--- config.mk ---
export PLATFORM = sky130hd
export DESIGN_NAME = x86_64_instruction_encoder
export DESIGN_NICKNAME = d
export VERILOG_FILES = /design/src/hdl/x86enc_pkg.sv /design/src/hdl/x86_64_instruction_encoder.sv /design/src/hdl/x86enc_front.sv /design/src/hdl/x86enc_queue.sv /design/src/hdl/x86enc_back.sv
export SDC_FILE = /design/constraint.sdc
export NUM_CORES = 1
export LEC_CHECK = 0
export BUFFER_PORTS_ARGS = -buffer_cell sky130_fd_sc_hd__buf_2
export CORE_ASPECT_RATIO = 1.25
export CORE_MARGIN = 2
export CORE_UTILIZATION = 50
export DETAILED_ROUTE_END_ITERATION = 16
export GPL_TIMING_DRIVEN = 0
export PLACE_DENSITY = 0.72
export SLEW_MARGIN = 20
export SYNTH_ARGS = -nofsm -noshare
export SYNTH_HDL_FRONTEND = slang
export SYNTH_SLANG_ARGS = --single-unit
export TNS_END_PERCENT = 50
--- constraint.sdc ---
create_clock -name clk -period 6.1 [get_ports clk]
set_input_delay 0.61 -clock clk [delete_from_list [all_inputs] [get_ports clk]]
set_output_delay 0.61 -clock clk [all_outputs]
set_load 0.005 [all_outputs]
--- src/hdl/x86enc_pkg.sv ---
package x86enc_pkg;

	localparam int unsigned QUEUE_DEPTH_DEF = 2;
	localparam int unsigned MAX_BYTES = 10;
	localparam int unsigned IDX_W = $clog2(MAX_BYTES);

	typedef enum logic [3:0] {
		OP_RET     = 4'd0,
		OP_NOP     = 4'd1,
		OP_PUSH    = 4'd2,
		OP_POP     = 4'd3,
		OP_MOV_RR  = 4'd4,
		OP_MOV_RI  = 4'd5,
		OP_XOR_RR  = 4'd6,
		OP_ADD_RR  = 4'd7,
		OP_ADD_RI  = 4'd8,
		OP_SUB_RR  = 4'd9,
		OP_SUB_RI  = 4'd10,
		OP_INC     = 4'd11,
		OP_DEC     = 4'd12,
		OP_IMUL_RR = 4'd13,
		OP_SYSCALL = 4'd14,
		OP_INT3    = 4'd15
	} op_t;

	localparam logic [7:0] B_REX_W     = 8'h48;
	localparam logic [7:0] B_REX_B     = 8'h41;
	localparam logic [7:0] B_RET       = 8'hC3;
	localparam logic [7:0] B_NOP       = 8'h90;
	localparam logic [7:0] B_INT3      = 8'hCC;
	localparam logic [7:0] B_PUSH      = 8'h50;
	localparam logic [7:0] B_POP       = 8'h58;
	localparam logic [7:0] B_MOV_RR    = 8'h89;
	localparam logic [7:0] B_XOR_RR    = 8'h31;
	localparam logic [7:0] B_ADD_RR    = 8'h01;
	localparam logic [7:0] B_SUB_RR    = 8'h29;
	localparam logic [7:0] B_MOV_RI    = 8'hB8;
	localparam logic [7:0] B_GRP_IMM8  = 8'h83;
	localparam logic [7:0] B_GRP_IMM32 = 8'h81;
	localparam logic [7:0] B_GRP_FF    = 8'hFF;
	localparam logic [7:0] B_ESC       = 8'h0F;
	localparam logic [7:0] B_IMUL      = 8'hAF;
	localparam logic [7:0] B_SYSCALL   = 8'h05;
	localparam logic [7:0] M_RR        = 8'hC0;
	localparam logic [7:0] M_ADD       = 8'hC0;
	localparam logic [7:0] M_SUB       = 8'hE8;
	localparam logic [7:0] M_INC       = 8'hC0;
	localparam logic [7:0] M_DEC       = 8'hC8;

	typedef struct packed {
		logic [MAX_BYTES-1:0][7:0] bytes;
		logic [IDX_W-1:0]          last_idx;
	} entry_t;

	typedef struct packed {
		logic full;
		logic empty;
	} q_status_t;

	function automatic logic [7:0] rex_w(input logic [3:0] reg_f, input logic [3:0] rm_f);
		rex_w = B_REX_W | {5'b0, reg_f[3], 1'b0, rm_f[3]};
	endfunction

	function automatic logic [7:0] modrm(input logic [7:0] base, input logic [3:0] reg_f,
			input logic [3:0] rm_f);
		modrm = base | {2'b0, reg_f[2:0], rm_f[2:0]};
	endfunction

endpackage

--- src/hdl/x86_64_instruction_encoder.sv ---
// channel   | ports                                                 | transfer
// ----------+-------------------------------------------------------+---------------------
// request   | start, busy, operation, dest_register,                | start && !busy
//           | source_register, immediate                            |
// result    | strobe, code_byte, last                               | strobe, one cycle
//
// An instruction of n bytes (1 to 10) holds the byte serializer until its last byte is
// out; it emits one byte per cycle while the queue is not empty (the sustained rate).
// A request is stored in the queue, and its bytes are then registered onto the ports.
// Requests are taken every cycle while the instruction queue has room; busy means full.
// Reset clears the queue, the byte index and strobe; the receiver cannot stall.
module x86_64_instruction_encoder #(
	parameter int unsigned QUEUE_DEPTH = x86enc_pkg::QUEUE_DEPTH_DEF
) (
	input  logic               clk,
	input  logic               arst_n,
	input  logic               start,
	output logic               busy,
	input  logic [3:0]         operation,
	input  logic [3:0]         dest_register,
	input  logic [3:0]         source_register,
	input  logic signed [63:0] immediate,
	output logic [7:0]         code_byte,
	output logic               last,
	output logic               strobe
);
	import x86enc_pkg::*;

	entry_t    enc_entry;
	entry_t    head;
	q_status_t q_status;
	logic      push;
	logic      pop;

	assign busy = q_status.full;
	assign push = start && !q_status.full;

	x86enc_front u_front (
		.operation       (op_t'(operation)),
		.dest_register   (dest_register),
		.source_register (source_register),
		.immediate       (immediate),
		.entry           (enc_entry)
	);

	x86enc_queue #(
		.DEPTH (QUEUE_DEPTH)
	) u_queue (
		.clk        (clk),
		.arst_n     (arst_n),
		.push       (push),
		.push_entry (enc_entry),
		.pop        (pop),
		.head       (head),
		.status     (q_status)
	);

	x86enc_back u_back (
		.clk       (clk),
		.arst_n    (arst_n),
		.head      (head),
		.status    (q_status),
		.pop       (pop),
		.code_byte (code_byte),
		.last      (last),
		.strobe    (strobe)
	);

endmodule

--- src/hdl/x86enc_front.sv ---
module x86enc_front (
	input  x86enc_pkg::op_t    operation,
	input  logic [3:0]         dest_register,
	input  logic [3:0]         source_register,
	input  logic signed [63:0] immediate,
	output x86enc_pkg::entry_t entry
);
	import x86enc_pkg::*;

	logic imm_small;

	// fits imm8 when bits 63..7 are all equal
	assign imm_small = (&immediate[63:7]) | ~(|immediate[63:7]);

	always_comb begin
		entry = '0;
		unique case (operation)
			OP_RET: entry.bytes[0] = B_RET;
			OP_NOP: entry.bytes[0] = B_NOP;
			OP_PUSH, OP_POP: begin
				if (dest_register[3]) begin
					entry.bytes[0] = B_REX_B;
					entry.bytes[1] = ((operation == OP_PUSH) ? B_PUSH : B_POP)
						| {5'b0, dest_register[2:0]};
					entry.last_idx = IDX_W'(1);
				end else begin
					entry.bytes[0] = ((operation == OP_PUSH) ? B_PUSH : B_POP)
						| {5'b0, dest_register[2:0]};
				end
			end
			OP_MOV_RR, OP_XOR_RR, OP_ADD_RR, OP_SUB_RR: begin
				entry.bytes[0] = rex_w(source_register, dest_register);
				unique case (operation)
					OP_MOV_RR: entry.bytes[1] = B_MOV_RR;
					OP_XOR_RR: entry.bytes[1] = B_XOR_RR;
					OP_ADD_RR: entry.bytes[1] = B_ADD_RR;
					default:   entry.bytes[1] = B_SUB_RR;
				endcase
				entry.bytes[2] = modrm(M_RR, source_register, dest_register);
				entry.last_idx = IDX_W'(2);
			end
			OP_MOV_RI: begin
				entry.bytes[0] = rex_w(4'd0, dest_register);
				entry.bytes[1] = B_MOV_RI | {5'b0, dest_register[2:0]};
				for (int i = 0; i < 8; i++)
					entry.bytes[2+i] = immediate[8*i +: 8];
				entry.last_idx = IDX_W'(9);
			end
			OP_ADD_RI, OP_SUB_RI: begin
				entry.bytes[0] = rex_w(4'd0, dest_register);
				entry.bytes[2] = modrm((operation == OP_ADD_RI) ? M_ADD : M_SUB,
					4'd0, dest_register);
				if (imm_small) begin
					entry.bytes[1] = B_GRP_IMM8;
					entry.bytes[3] = immediate[7:0];
					entry.last_idx = IDX_W'(3);
				end else begin
					entry.bytes[1] = B_GRP_IMM32;
					for (int i = 0; i < 4; i++)
						entry.bytes[3+i] = immediate[8*i +: 8];
					entry.last_idx = IDX_W'(6);
				end
			end
			OP_INC, OP_DEC: begin
				entry.bytes[0] = rex_w(4'd0, dest_register);
				entry.bytes[1] = B_GRP_FF;
				entry.bytes[2] = modrm((operation == OP_INC) ? M_INC : M_DEC,
					4'd0, dest_register);
				entry.last_idx = IDX_W'(2);
			end
			OP_IMUL_RR: begin
				entry.bytes[0] = rex_w(dest_register, source_register);
				entry.bytes[1] = B_ESC;
				entry.bytes[2] = B_IMUL;
				entry.bytes[3] = modrm(M_RR, dest_register, source_register);
				entry.last_idx = IDX_W'(3);
			end
			OP_SYSCALL: begin
				entry.bytes[0] = B_ESC;
				entry.bytes[1] = B_SYSCALL;
				entry.last_idx = IDX_W'(1);
			end
			OP_INT3: entry.bytes[0] = B_INT3;
			default: entry.bytes[0] = B_INT3;
		endcase
	end

endmodule

--- src/hdl/x86enc_queue.sv ---
module x86enc_queue #(
	parameter int unsigned DEPTH = x86enc_pkg::QUEUE_DEPTH_DEF
) (
	input  logic                  clk,
	input  logic                  arst_n,
	input  logic                  push,
	input  x86enc_pkg::entry_t    push_entry,
	input  logic                  pop,
	output x86enc_pkg::entry_t    head,
	output x86enc_pkg::q_status_t status
);
	import x86enc_pkg::*;

	localparam int unsigned PTR_W = (DEPTH > 1) ? $clog2(DEPTH) : 1;
	localparam int unsigned CNT_W = $clog2(DEPTH + 1);

	entry_t             store_q [DEPTH];
	logic [PTR_W-1:0]   wr_q;
	logic [PTR_W-1:0]   rd_q;
	logic [CNT_W-1:0]   cnt_q;

	function automatic logic [PTR_W-1:0] wrap_inc(input logic [PTR_W-1:0] p);
		wrap_inc = (p == PTR_W'(DEPTH - 1)) ? '0 : p + PTR_W'(1);
	endfunction

	assign status.full  = (cnt_q == CNT_W'(DEPTH));
	assign status.empty = (cnt_q == '0);
	assign head         = store_q[rd_q];

	always_ff @(posedge clk) begin
		if (push)
			store_q[wr_q] <= push_entry;
	end

	always_ff @(posedge clk or negedge arst_n) begin
		if (!arst_n) begin
			wr_q  <= '0;
			rd_q  <= '0;
			cnt_q <= '0;
		end else begin
			if (push)
				wr_q <= wrap_inc(wr_q);
			if (pop)
				rd_q <= wrap_inc(rd_q);
			if (push && !pop)
				cnt_q <= cnt_q + CNT_W'(1);
			else if (pop && !push)
				cnt_q <= cnt_q - CNT_W'(1);
		end
	end

`ifndef SYNTHESIS
	a_cnt_bound: assert property (@(posedge clk) disable iff (!arst_n)
		cnt_q <= CNT_W'(DEPTH)) else $error("queue count overflow");
	a_pop_nonempty: assert property (@(posedge clk) disable iff (!arst_n)
		pop |-> !status.empty) else $error("pop from empty queue");
	a_push_fills: assert property (@(posedge clk) disable iff (!arst_n)
		push |=> !status.empty) else $error("push lost");
`endif

endmodule

--- src/hdl/x86enc_back.sv ---
module x86enc_back (
	input  logic                  clk,
	input  logic                  arst_n,
	input  x86enc_pkg::entry_t    head,
	input  x86enc_pkg::q_status_t status,
	output logic                  pop,
	output logic [7:0]            code_byte,
	output logic                  last,
	output logic                  strobe
);
	import x86enc_pkg::*;

	logic [IDX_W-1:0] idx_q;
	logic [7:0]       byte_q;
	logic             last_q;
	logic             strobe_q;
	logic             at_end;

	assign at_end    = (idx_q == head.last_idx);
	assign pop       = !status.empty && at_end;
	assign code_byte = byte_q;
	assign last      = last_q;
	assign strobe    = strobe_q;

	always_ff @(posedge clk) begin
		if (!status.empty) begin
			byte_q <= head.bytes[idx_q];
			last_q <= at_end;
		end
	end

	always_ff @(posedge clk or negedge arst_n) begin
		if (!arst_n) begin
			idx_q    <= '0;
			strobe_q <= 1'b0;
		end else begin
			strobe_q <= !status.empty;
			if (!status.empty)
				idx_q <= at_end ? '0 : idx_q + IDX_W'(1);
		end
	end

`ifndef SYNTHESIS
	a_idx_in_range: assert property (@(posedge clk) disable iff (!arst_n)
		!status.empty |-> idx_q <= head.last_idx) else $error("byte index past end");
	a_idx_idle: assert property (@(posedge clk) disable iff (!arst_n)
		status.empty |-> idx_q == '0) else $error("index not rewound");
	a_strobe_follows: assert property (@(posedge clk) disable iff (!arst_n)
		!status.empty |=> strobe_q) else $error("byte not strobed");
`endif

endmodule

Yosys cells after proc, flatten, opt, wreduce, memory -nomap -nowiden
Memory sizes are Yosys's and may differ from the RTL's.
Cells that the tools add are included.
- add/sub/neg operators: 5
- multipliers: 0
- div/mod/pow operators: 0
- magnitude comparators: 1
- equality and inequality tests: 17
- shift-type cells: 0
- muxes and demuxes: 26
- bitwise operators: 5
- reductions and logical operators: 19
- operators with widths (operator ; number):
    $pmux 8 s8 ; 1
    $reduce_and 57->1 ; 1
    $reduce_or 57->1 ; 1
    $pmux 8 s7 ; 1
    $mux 24 ; 2
    $pmux 24 s2 ; 1
    $pmux 8 s3 ; 2
    $pmux 8 s5 ; 1
    $bmux 8 s4 ; 1
    $eq 4x4->1 const B ; 8
    $mux 8 ; 3
    $or 8x3->8 ; 3
    $pmux 4 s6 ; 1
    $eq 4x3->1 const B ; 4
    $mux 4 ; 3
    $eq 4x2->1 const B ; 2
    $mux 2 ; 3
    $mux 6 ; 1
    $reduce_or 2->1 ; 3
    $reduce_or 6->1 ; 1
    $lt 4x5->1 const B ; 1
    $mux 1 ; 5
    $reduce_or 5->1 ; 1
    $add 4x1->4 const B ; 1
    15 further kinds ; 22
- register bits: 18
- latch bits: 0
- bits in writable memories: 168
- ROM bits: 0
- input port bits: 79
- output and inout bits: 11
- word-level logic and storage cells: 81
- memories kept: 1
- memories (name ; depth ; width ; read ports ; clocked after Yosys merged registers in ; wr ports ; line ; source):
    u_queue.store_q ; 2 ; 84 ; 1 ; 0 ; 1 ; x86enc_queue.sv:17 ; entry_t store_q [DEPTH];

Logic depth before layout (Yosys ltp)
Gate-level depths: netlist (run 1).
- word-level depth: 7
- mapped depth: 9
- depth with buffers taken out: 8

Cells and area by module
Synthesis (run 1) repeated with hierarchy kept, for this count alone.
- cell total of the unflattened synthesis: 623
- area, all modules: 8934.8 sq um
- by module, submodules not included (module ; times used ; cells an instance ; area each (sq um) ; sequential area each (sq um)):
    x86enc_queue ; 1 ; 277 ; 6256.0 ; 5144.9
    x86enc_front ; 1 ; 234 ; 1432.6 ; 0.0
    x86enc_back ; 1 ; 111 ; 1232.4 ; 395.4
    x86_64_instruction_encoder ; 1 ; 1 ; 13.8 ; 0.0

Worst setup path after synthesis (run 1)
Ideal clock, no wire load.
- path type: input -> register
- from: input port start
- to: memory u_queue.store_q[0][0] in the netlist's numbering, enable pin
- library setup time: 0.525 ns
- arrival: 4.159 ns
- required time: 5.575 ns
- slack: 1.416 ns
- cell stages on the path: 2
- path buffers: 0
- path through: nand2_1 -> nor2_1
- cells in the longest elaborated chain, start to end: 3
- RTL lines (item ; line ; source):
    from (decl) ; x86_64_instruction_encoder.sv:17 ; input logic start,
    $logic_and 1x1->1 ; x86_64_instruction_encoder.sv:36 ; assign push = start && !q_status.full;
    $mux 1 ; x86enc_queue.sv:31 ; if (push)
    $mux 1 (implied by the code) ; x86enc_queue.sv:32 ; store_q[wr_q] <= push_entry;
    to (decl) ; x86enc_queue.sv:17 ;
No other way between the ends.

Worst setup path after layout (run 1)
- from: register u_back.idx_q[0]
- to: register u_back.byte_q[6], in the netlist u_back.code_byte[6], data pin
- cells in the longest elaborated chain, start to end: 2
- RTL lines (item ; line ; source):
    from (decl) ; x86enc_back.sv:13 ; logic [IDX_W-1:0] idx_q;
    from (signal assigned) ; x86enc_back.sv:39 ; idx_q <= at_end ? '0 : idx_q + IDX_W'(1);
    $bmux 8 s4 ; x86enc_back.sv:27 ; byte_q <= head.bytes[idx_q];
    $mux 8 (implied by the code) ; x86enc_back.sv:27 ;
    to (signal assigned) ; x86enc_back.sv:27 ;
    to (decl) ; x86enc_back.sv:14 ; logic [7:0] byte_q;
No other way between the ends. The select of a mux whose other input is x is not followed.
A chain may end at the register's enable or synchronous reset.

==> results of run 1 <==
## flip-flops by register name, summed over array words and instances, names as in the netlist
register          cells
u_queue.wr_q          1
u_queue.cnt_q         2
u_queue.store_q     166
u_back.strobe         1
u_back.code_byte      8
u_back.idx_q          4
u_back.last           1
u_queue.rd_q          1
## routing by layer
layer  vias to the layer above  wire [um]
met3                        43       1290
met5                         -          0
li1                       2473          -
met4                         0        575
met1                      2820       8690
met2                       240      10700
## through the flow
| step | TNS (ps) | cell area, sq um |
|---|---|---|
| floorplan | 0 | 8480 |
| global placement | -36110 | 9200 |
| detailed placement | 0 | 9310 |
| CTS | 0 | 9920 |
| global route | 0 | 9920 |
| finish | 0 | 9920 |
## worst max path at each step
| stage | slack (ps) | to | from | depth (start not counted) |
|---|---|---|---|---|
| 2_1_floorplan | 1420 | u_queue.store_q[0][0]$_DFFE_PP_ | start | 2 |
| 3_3_place_gp | -440 | u_queue.store_q[0][62]$_DFFE_PP_ | start | 3 |
| 3_5_place_dp | 3170 | u_queue.store_q[1][33]$_DFFE_PP_ | operation[2] | 8 |
| 4_1_cts | 3450 | u_back.code_byte[0]$_DFFE_PN_ | u_back.idx_q[0]$_DFFE_PN0N_ | 6 |
| 5_1_grt | 3350 | u_back.code_byte[0]$_DFFE_PN_ | u_back.idx_q[0]$_DFFE_PN0N_ | 6 |
| 6_report | 3460 | u_back.code_byte[6]$_DFFE_PN_ | u_back.idx_q[0]$_DFFE_PN0N_ | 6 |
## power groups by stage
stage	clock network [mW]	logic (mW)	registers [mW]
after global routing	1.17	1.51	1.90
after CTS	1.12	1.41	1.87
after floorplan	0	0.927	1.90
after global placement	0	1.31	1.92
after detailed placement	0	1.40	1.90
final	1.11	1.39	1.87
## kinds of logic after synthesis
family,Yosys count
flops,184
simple gates,149
compound gates,105
mux,59
buf+inv,47
xor+xnor,9
fa+ha+maj,2
## final cells by class
class                           instances  share of cell area, %
Multi-Input combinational cell        324                   28.3
Clock inverter                         15                   1.78
Clock buffer                           17                   4.29
Timing Repair Buffer                   93                   5.53
Buffer                                 36                   1.65
Sequential cell                       184                   55.3
Tap cell                              220                   2.78
Inverter                               11                  0.416
## cell usage in the layout, fill, tap and decap left out, types with 17 or more instances in the layout
cell       count
mux4_2        39
nand2_1       39
a21oi_1       19
buf_2         97
and2_1        27
a22o_1        28
clkbuf_1      23
clkbuf_16     17
edfxtp_1     175
o21ai_0       17
## critical path, delay by kind of cell (launching register included)
kind | cells | cell delay [ps]
buf+inv | 3 | 1400
flops | 1 | 360
simple gates | 1 | 80
mux | 1 | 410
compound gates | 1 | 120
==> flow_metrics.py, run 1 <==
metrics = {
    "critical_path": {
        "rr_worst_depth": 6,
        "cp_slowest_cell": "clkbuf_1",
        "cp.required_ps": 6260,
        "path_max_fanout": 10,
        "cp_common_cell": "clkbuf_1",
        "worstSetupStartpointType": "flop",
        "r2r_end": "u_back.code_byte[6]$_DFFE_PN_",
        "worstSetupPathType": "reg2reg",
        "path_cells": "clkbuf_1, buf_2, clkbuf_1, mux4_2, nand2_1, o211ai_1",
        "critPathMaxStageDelay_ps": 510,
        "worstPathArrival_ps": 2800,
        "timing.rr.start": "u_back.idx_q[0]$_DFFE_PN0N_",
        "end_kind": "flop",
        "rrSetupSlack_ps": 3460,
    },
    "synth": {
        "synth-compound-area-share_pct": 8.93,
        "yosys.area.top_type": "edfxtp_1",
        "ys_seq_area_share_pct": 64.6,
        "yosysMostFrequentCell": "edfxtp_1",
        "syn_nets": 636,
        "synth_ff_type": "edfxtp_1",
        "synth_warnings": 0,
        "synth.distinct_cells": 53,
        "synth_edf_count": 175,
        "synth_top_area_share_pct": 62.0,
        "muxShareOfSynthArea_pct": 12.8,
        "synthSimpleGateAreaFrac_pct": 9.95,
        "synthAdderAreaFrac_pct": 0.295,
        "netlist_area_sq_um": 8480,
        "ys_seq_elements": 184,
        "synth_top_family_by_area": "multiplexers",
        "synth_xor_area_share_pct": 0.930,
        "async_flop_share_pct": 4.89,
        "synth_common_cells": "edfxtp_1, mux4_2, nand2_1, a22o_1, and2_1",
        "synthCells": 555,
        "avgSynthCellArea_sq_um": 15.3,
        "ys_top_cells_by_area": "edfxtp_1, mux4_2, a22o_1",
    },
    "layout": {
        "antennaDiodeCount": 0,
        "layout-drive-gt1-share_pct": 27.9,
        "n_fill_cell": 1341,
        "syn2layout_area_growth_pct": 17.0,
        "register_area_sq_um": 5480,
        "nets": 748,
        "multi_input_area_sq_um": 2810,
        "utilization_pct": 59.3,
        "final_cells": 900,
    },
    "power": {
        "ir_drop_mv": 0.301,
        "combPwrFrac_pct": 31.8,
        "power_mw": 4.36,
        "internal_power_mw": 3.04,
        "swShare_pct": 30.3,
        "sequentialPowerShare_pct": 42.8,
        "power_frac_clock_pct": 25.4,
        "p_switching_mw": 1.32,
        "powerDensity_nw_per_um2": 440,
        "p_leak_nw": 3.56,
    },
    "place": {
        "dp.final_hpwl_um": 15500,
        "port_buffers": 89,
        "gp_congestion": 0.874,
        "placed_cells": 868,
        "pre_cts_slack_ps": 3170,
    },
    "timing": {
        "clock.fmax_mhz": 379,
        "tightest_slew_ps": 814,
        "rsz0062_at_grt": "no",
        "timing.final.setup_violations": 0,
        "fin_crit_ps": 2640,
        "period_share_pct": 43.3,
        "slew_viol_final": 0,
        "finalHoldViolCount": 0,
        "timing.final.ws_setup_ps": 3460,
        "hold_ws_ps": 24.6,
        "slew_headroom_pct": 45.5,
        "skew_ps": 10.1,
    },
    "floorplanning": {
        "io_pins": 90,
        "die_area_sq_um": 18000,
        "num_rows": 53,
        "fp.dieH_um": 150,
        "die_x_um": 120,
        "start_util_pct": 50.7,
        "core-area_sq_um": 16700,
    },
    "route": {
        "vias": 5576,
        "antenna_left": 0,
        "drc": 0,
        "drtIter0Drc": 518,
        "wire_per_inst_um": 23.7,
        "wl_um": 21300,
        "avgViaCountPerCell": 6.20,
        "firstDrtPassIters": 6,
    },
    "clocking": {
        "h-tree-depth": 4,
        "clk_pin_slew_ps": 60,
        "insertion_delay_ps": 430,
        "root_buffer": "clkbuf_16",
        "numCtsBuffers": 17,
        "cts_buffer_depth": 2,
        "post_cts_buffers": 0,
        "cts-resized-gates": 0,
        "cts_tree": "yes",
        "ctsHoldBuffers": 0,
        "cts_sinks": 184,
    },
    "outcome": {
        "status": "complete, no violations",
    },
    "global_route": {
        "grt_usage_pct": 24.9,
        "grt_overflow": 0,
        "antenna_found_initial": 0,
        "grt_max_degree": 47,
        "grtUsageMet2_pct": 40.6,
        "top_usage_layer": "met2",
        "first_global_vias": 5760,
        "grt_pass1_wl_um": 32800,
        "gr-usage-met3_pct": 4.80,
        "use_met1_pct": 32.8,
    },
    "job": {
        "cap_violations": 0,
    },
    "hold_path": {
        "hold_class": "in2async",
    },
}
(Power assumes the default switching activity.)
==> inputs of run 2 (changes only) <==
ABC_AREA = 1   (was unset)
PLACE_DENSITY = 0.71   (was 0.72)
clock period = 2.5 ns   (was 6.1 ns; I/O delays follow)
==> flow_metrics.py, run 2 <==
metrics = {
    "synth": {
        "syn_nets": 1026,
        "synth_common_cells": "nand2_1, nor2_1, edfxtp_1, o21ai_0, inv_1",
        "synth_top_area_share_pct": 59.6,
        "avgSynthCellArea_sq_um": 9.33,
        "synth_warnings": 0,
        "yosys.area.top_type": "edfxtp_1",
        "netlist_area_sq_um": 8820,
        "yosysMostFrequentCell": "nand2_1",
        "synth_edf_count": 175,
        "async_flop_share_pct": 4.89,
        "ys_top_cells_by_area": "edfxtp_1, nand2_1, nor2_1",
        "synthCells": 945,
        "ys_seq_area_share_pct": 62.1,
        "synth_ff_type": "edfxtp_1",
        "ys_seq_elements": 184,
        "synth.distinct_cells": 31,
    },
    "critical_path": {
        "cp.required_ps": 2810,
        "r2r_end": "u_queue.cnt_q[1]$_DFFE_PN0P_",
        "rrSetupSlack_ps": 200,
        "critPathMaxStageDelay_ps": 460,
        "rr_worst_depth": 7,
        "endpoint": "u_queue.cnt_q[1]$_DFFE_PN0P_",
        "worstSetupStartpointType": "flop",
        "path_max_fanout": 17,
        "path_cells": "nor2_1, clkinv_1, nand3_1, ha_1, a21oi_1, o21ai_0, xor2_1",
        "crit_start": "u_queue.cnt_q[0]$_DFFE_PN0P_",
        "cp_top_family": "simple AND/OR/NAND/NOR gates",
        "worstSetupPathType": "reg2reg",
        "cp.buffers_inverters": 1,
        "cp_slowest_cell": "clkinv_1",
        "end_kind": "flop",
        "timing.rr.start": "u_queue.cnt_q[0]$_DFFE_PN0P_",
        "worstPathArrival_ps": 2610,
        "path_depth": 7,
    },
    "timing": {
        "slew_headroom_pct": 41.6,
        "timing.final.setup_violations": 0,
        "skew_ps": 6.41,
        "hold_ws_ps": 146,
        "rsz0062_at_grt": "no",
        "slew_viol_final": 0,
        "period_share_pct": 92.0,
        "clock.fmax_mhz": 435,
        "tightest_slew_ps": 869,
        "fin_crit_ps": 2300,
        "finalHoldViolCount": 0,
    },
    "route": {
        "wl_met3_um": 1370,
        "highest_layer": "met4",
        "avgViaCountPerCell": 5.53,
        "drc": 0,
        "met2WireLength_um": 12100,
        "firstDrtPassIters": 5,
        "drtIter0Drc": 674,
        "wl_um": 23200,
        "wire_per_inst_um": 17.9,
        "drt-met1-wl_um": 8970,
        "vias": 7174,
        "antenna_left": 0,
    },
    "floorplanning": {
        "io_pins": 90,
        "start_util_pct": 50.8,
        "die_x_um": 123,
        "num_rows": 54,
        "core-area_sq_um": 17400,
        "fp.dieH_um": 152,
        "die_area_sq_um": 18700,
    },
    "place": {
        "placed_cells": 1264,
        "dp.final_hpwl_um": 17000,
        "gp_congestion": 0.954,
        "port_buffers": 89,
        "dpl_cell_area_sq_um": 9700,
    },
    "clocking": {
        "post_cts_buffers": 0,
        "clk_pin_slew_ps": 70,
        "numCtsBuffers": 17,
        "cts_tree": "yes",
        "ctsHoldBuffers": 1,
        "cts_sinks": 184,
        "cts_buffer_depth": 2,
        "cts-resized-gates": 0,
        "root_buffer": "clkbuf_16",
        "insertion_delay_ps": 440,
        "h-tree-depth": 4,
    },
    "layout": {
        "nets": 1141,
        "largest-register": "u_queue.store_q",
        "final_cells": 1297,
        "antennaDiodeCount": 0,
        "final_common_cell": "nand2_1",
        "layout-drive-gt1-share_pct": 15.1,
        "fin_area_sq_um": 10300,
        "syn2layout_area_growth_pct": 16.7,
        "largest_reg_flops": 166,
        "utilization_pct": 59.3,
        "final_cell_mix": "nand2_1, nor2_1, edfxtp_1, buf_2, o21ai_0",
    },
    "global_route": {
        "grt_pass1_wl_um": 36500,
        "first_global_vias": 7069,
        "antenna_found_initial": 0,
        "grt_usage_pct": 26.0,
        "grt_overflow": 0,
        "grt_max_degree": 26,
    },
    "power": {
        "p_leak_nw": 4.23,
        "power_mw": 11.2,
        "powerDensity_nw_per_um2": 1090,
        "ir_drop_mv": 0.666,
    },
    "job": {
        "cap_violations": 0,
    },
    "hold_path": {
        "whs_path_depth": 3,
        "hold_class": "in2reg",
    },
    "outcome": {
        "status": "complete, no violations",
    },
}
-- run 2: worst min-delay path by stage --
stage	slack [ps]	startpoint	to
finish	150	immediate[0]	u_queue.store_q[1][28]$_DFFE_PP_
global route	160	immediate[38]	u_queue.store_q[0][58]$_DFFE_PP_
CTS	140	immediate[0]	u_queue.store_q[0][28]$_DFFE_PP_
detailed placement	120	arst_n	u_queue.cnt_q[0]$_DFFE_PN0P_
global placement	110	arst_n	u_queue.cnt_q[1]$_DFFE_PN0P_
floorplan	-50	arst_n	u_back.idx_q[0]$_DFFE_PN0N_
-- run 2: cells by family (layout without fill, tap and decap cells) --
group,count (synthesis),in the layout,synth area share (%)
compound gates,126,126,7.82
buf+inv,109,237,5.32
simple gates,517,517,23.7
flops,184,184,62.1
fa+ha+maj,2,2,0.284
xor+xnor,7,7,0.695
-- run 2: per-layer routing --
metal | vias up | track usage [%]
li1 | 3445 | -
met4 | 0 | 10.5
met1 | 3379 | 31.0
met3 | 50 | 4.30
met2 | 300 | 46.0
met5 | - | 0
-- run 2: layout make-up --
class / count / area, sq um
Buffer: 42 / 218
Fill cell: 1476 / 7070
Clock inverter: 15 / 155
Timing Repair Buffer: 96 / 598
Multi-Input combinational cell: 652 / 2890
Tap cell: 224 / 280
Sequential cell: 184 / 5480
Clock buffer: 17 / 425
Inverter: 67 / 251
-- run 2: worst register-to-register path, delay by kind of cell (launching register included) --
| family | cells | cell delay, ps |
|---|---|---|
| AND/OR/NAND/NOR | 2 | 600 |
| buffers and inverters | 1 | 460 |
| XOR/XNOR | 1 | 150 |
| flip-flops | 1 | 420 |
| AO/OA/AOI/OAI | 2 | 230 |
| adder cells (fa/ha/maj) | 1 | 300 |
-- run 2: metrics by stage --
stage / setup slack, ps / TNS, ps
final: 199 / 0
after global routing: 21.0 / 0
after CTS: 188 / 0
after detailed placement: 199 / 0
after global placement: -1920 / -318820
after floorplan: -731 / -120450
-- run 2: power by group --
part	total (mW)	internal, mW	switching [mW]
Combinational	4.01	1.25	2.76
Clock	2.63	1.41	1.22
Sequential	4.57	4.34	0.235
==> inputs of run 3 (changes only) <==
TNS_END_PERCENT = 5   (was 50)
clock period = 2.38 ns   (was 2.5 ns; I/O delays follow)
==> flow_metrics.py, run 3 (synthesized netlist as in run 2, its figures left out) <==
metrics = {
    "outcome": {
        "status": "complete, no violations",
    },
    "critical_path": {
        "worstSetupStartpointType": "flop",
        "cp.required_ps": 2520,
        "end_kind": "flop",
        "worstPathArrival_ps": 2390,
        "rrSetupSlack_ps": 130,
        "path_max_fanout": 25,
        "worstSetupPathType": "reg2reg",
    },
    "timing": {
        "clock.fmax_mhz": 444,
        "rsz0062_at_grt": "no",
        "slew_viol_final": 0,
        "timing.final.ws_setup_ps": 126,
        "period_share_pct": 94.7,
        "timing.final.setup_violations": 0,
        "tightest_slew_ps": 890,
        "hold_ws_ps": 136,
        "setup_tns_ps": 0,
        "finalHoldViolCount": 0,
        "slew_headroom_pct": 40.2,
        "skew_ps": 4.98,
        "fin_crit_ps": 2250,
    },
    "floorplanning": {
        "die_x_um": 123,
        "io_pins": 90,
        "die_area_sq_um": 18700,
        "core-area_sq_um": 17400,
        "fp.dieH_um": 152,
        "num_rows": 54,
        "start_util_pct": 50.8,
    },
    "clocking": {
        "root_buffer": "clkbuf_16",
        "insertion_delay_ps": 430,
        "post_cts_buffers": 0,
        "h-tree-depth": 4,
        "numCtsBuffers": 17,
        "cts_tree": "yes",
        "cts_sinks": 184,
        "cts_buffer_depth": 2,
        "clk_pin_slew_ps": 70,
    },
    "power": {
        "p_leak_nw": 4.23,
        "powerDensity_nw_per_um2": 1140,
        "power_mw": 11.8,
        "ir_drop_mv": 0.695,
    },
    "layout": {
        "antennaDiodeCount": 0,
        "syn2layout_area_growth_pct": 16.8,
        "nets": 1141,
        "final_cell_mix": "nand2_1, nor2_1, edfxtp_1, buf_2, o21ai_0",
        "final_common_cell": "nand2_1",
        "largest-register": "u_queue.store_q",
        "utilization_pct": 59.3,
        "fin_area_sq_um": 10300,
        "final_cells": 1297,
        "largest_reg_flops": 166,
        "n_fill_cell": 1474,
        "layout-drive-gt1-share_pct": 15.2,
    },
    "global_route": {
        "grt_max_degree": 26,
        "grt_overflow": 0,
        "first_global_vias": 7069,
        "grt_pass1_wl_um": 36500,
        "antenna_found_initial": 0,
        "grt_usage_pct": 26.0,
    },
    "place": {
        "placed_cells": 1264,
        "gp_congestion": 0.954,
        "dp.final_hpwl_um": 17000,
        "port_buffers": 89,
        "pre_cts_slack_ps": 79.0,
        "dpl_cell_area_sq_um": 9700,
    },
    "route": {
        "wl_um": 23300,
        "avgViaCountPerCell": 5.53,
        "vias": 7170,
        "drc": 0,
        "wire_per_inst_um": 18.0,
        "drtIter0Drc": 704,
        "antenna_left": 0,
        "firstDrtPassIters": 5,
    },
    "hold_path": {
        "hold_class": "in2reg",
    },
    "job": {
        "cap_violations": 0,
    },
}
[run 3: timing repair]
item | in CTS | in global routing
resized for setup | 0 | 1
endpoints found under the hold margin | 9 | 0
endpoints found under the setup margin | 0 | 1
hold buffers | 1 | 0
[run 3: metal layers]
metal  vias to the layer above  global-route usage (%)  part of all wire, %
met5                         -                       0                    0
li1                       3434                       -                    -
met4                         0                    10.5                  3.2
met1                      3392                    31.0                   39
met3                        54                    4.30                  5.4
met2                       290                    46.0                   53
[run 3: worst paths after layout]
| kind | start | endpoint | cells after the start |
|---|---|---|---|
| worst max-delay path | u_queue.cnt_q[1]$_DFFE_PN0P_ | u_queue.store_q[1][52]$_DFFE_PP_ | 6 |
| worst min-delay path | immediate[0] | u_queue.store_q[1][28]$_DFFE_PP_ | 3 |
| worst max register to register | u_queue.cnt_q[1]$_DFFE_PN0P_ | u_queue.store_q[1][52]$_DFFE_PP_ | 6 |
| worst min register to register | u_queue.cnt_q[0]$_DFFE_PN0P_ | u_queue.cnt_q[0]$_DFFE_PN0P_ | 1 |
| max in group asynchronous | arst_n | u_back.strobe$_DFF_PN0_ | 2 |
| min in group asynchronous | arst_n | u_back.idx_q[2]$_DFFE_PN0N_ | 2 |
[run 3: area by class of cell]
class	count	area (sq um)	share of cell area, %
Clock inverter	15	155	1.51
Multi-Input combinational cell	652	2890	28.0
Clock buffer	17	425	4.13
Tap cell	224	280	2.72
Inverter	67	255	2.48
Sequential cell	184	5480	53.2
Timing Repair Buffer	96	598	5.81
Buffer	42	218	2.11
[run 3: worst max-delay path, stage by stage, from the launching register on]
cell and delay (ps):
dfrtp_1 370, inv_1 100, o21ai_0 250, nor2_4 540, buf_16 250, buf_12 210
buf_12 210
[run 3: power by group]
group          internal, mW  leakage [nW]  switching (mW)
logic                  1.32          2.18            2.90
clock network          1.48         0.273            1.29
registers              4.55          1.78           0.247
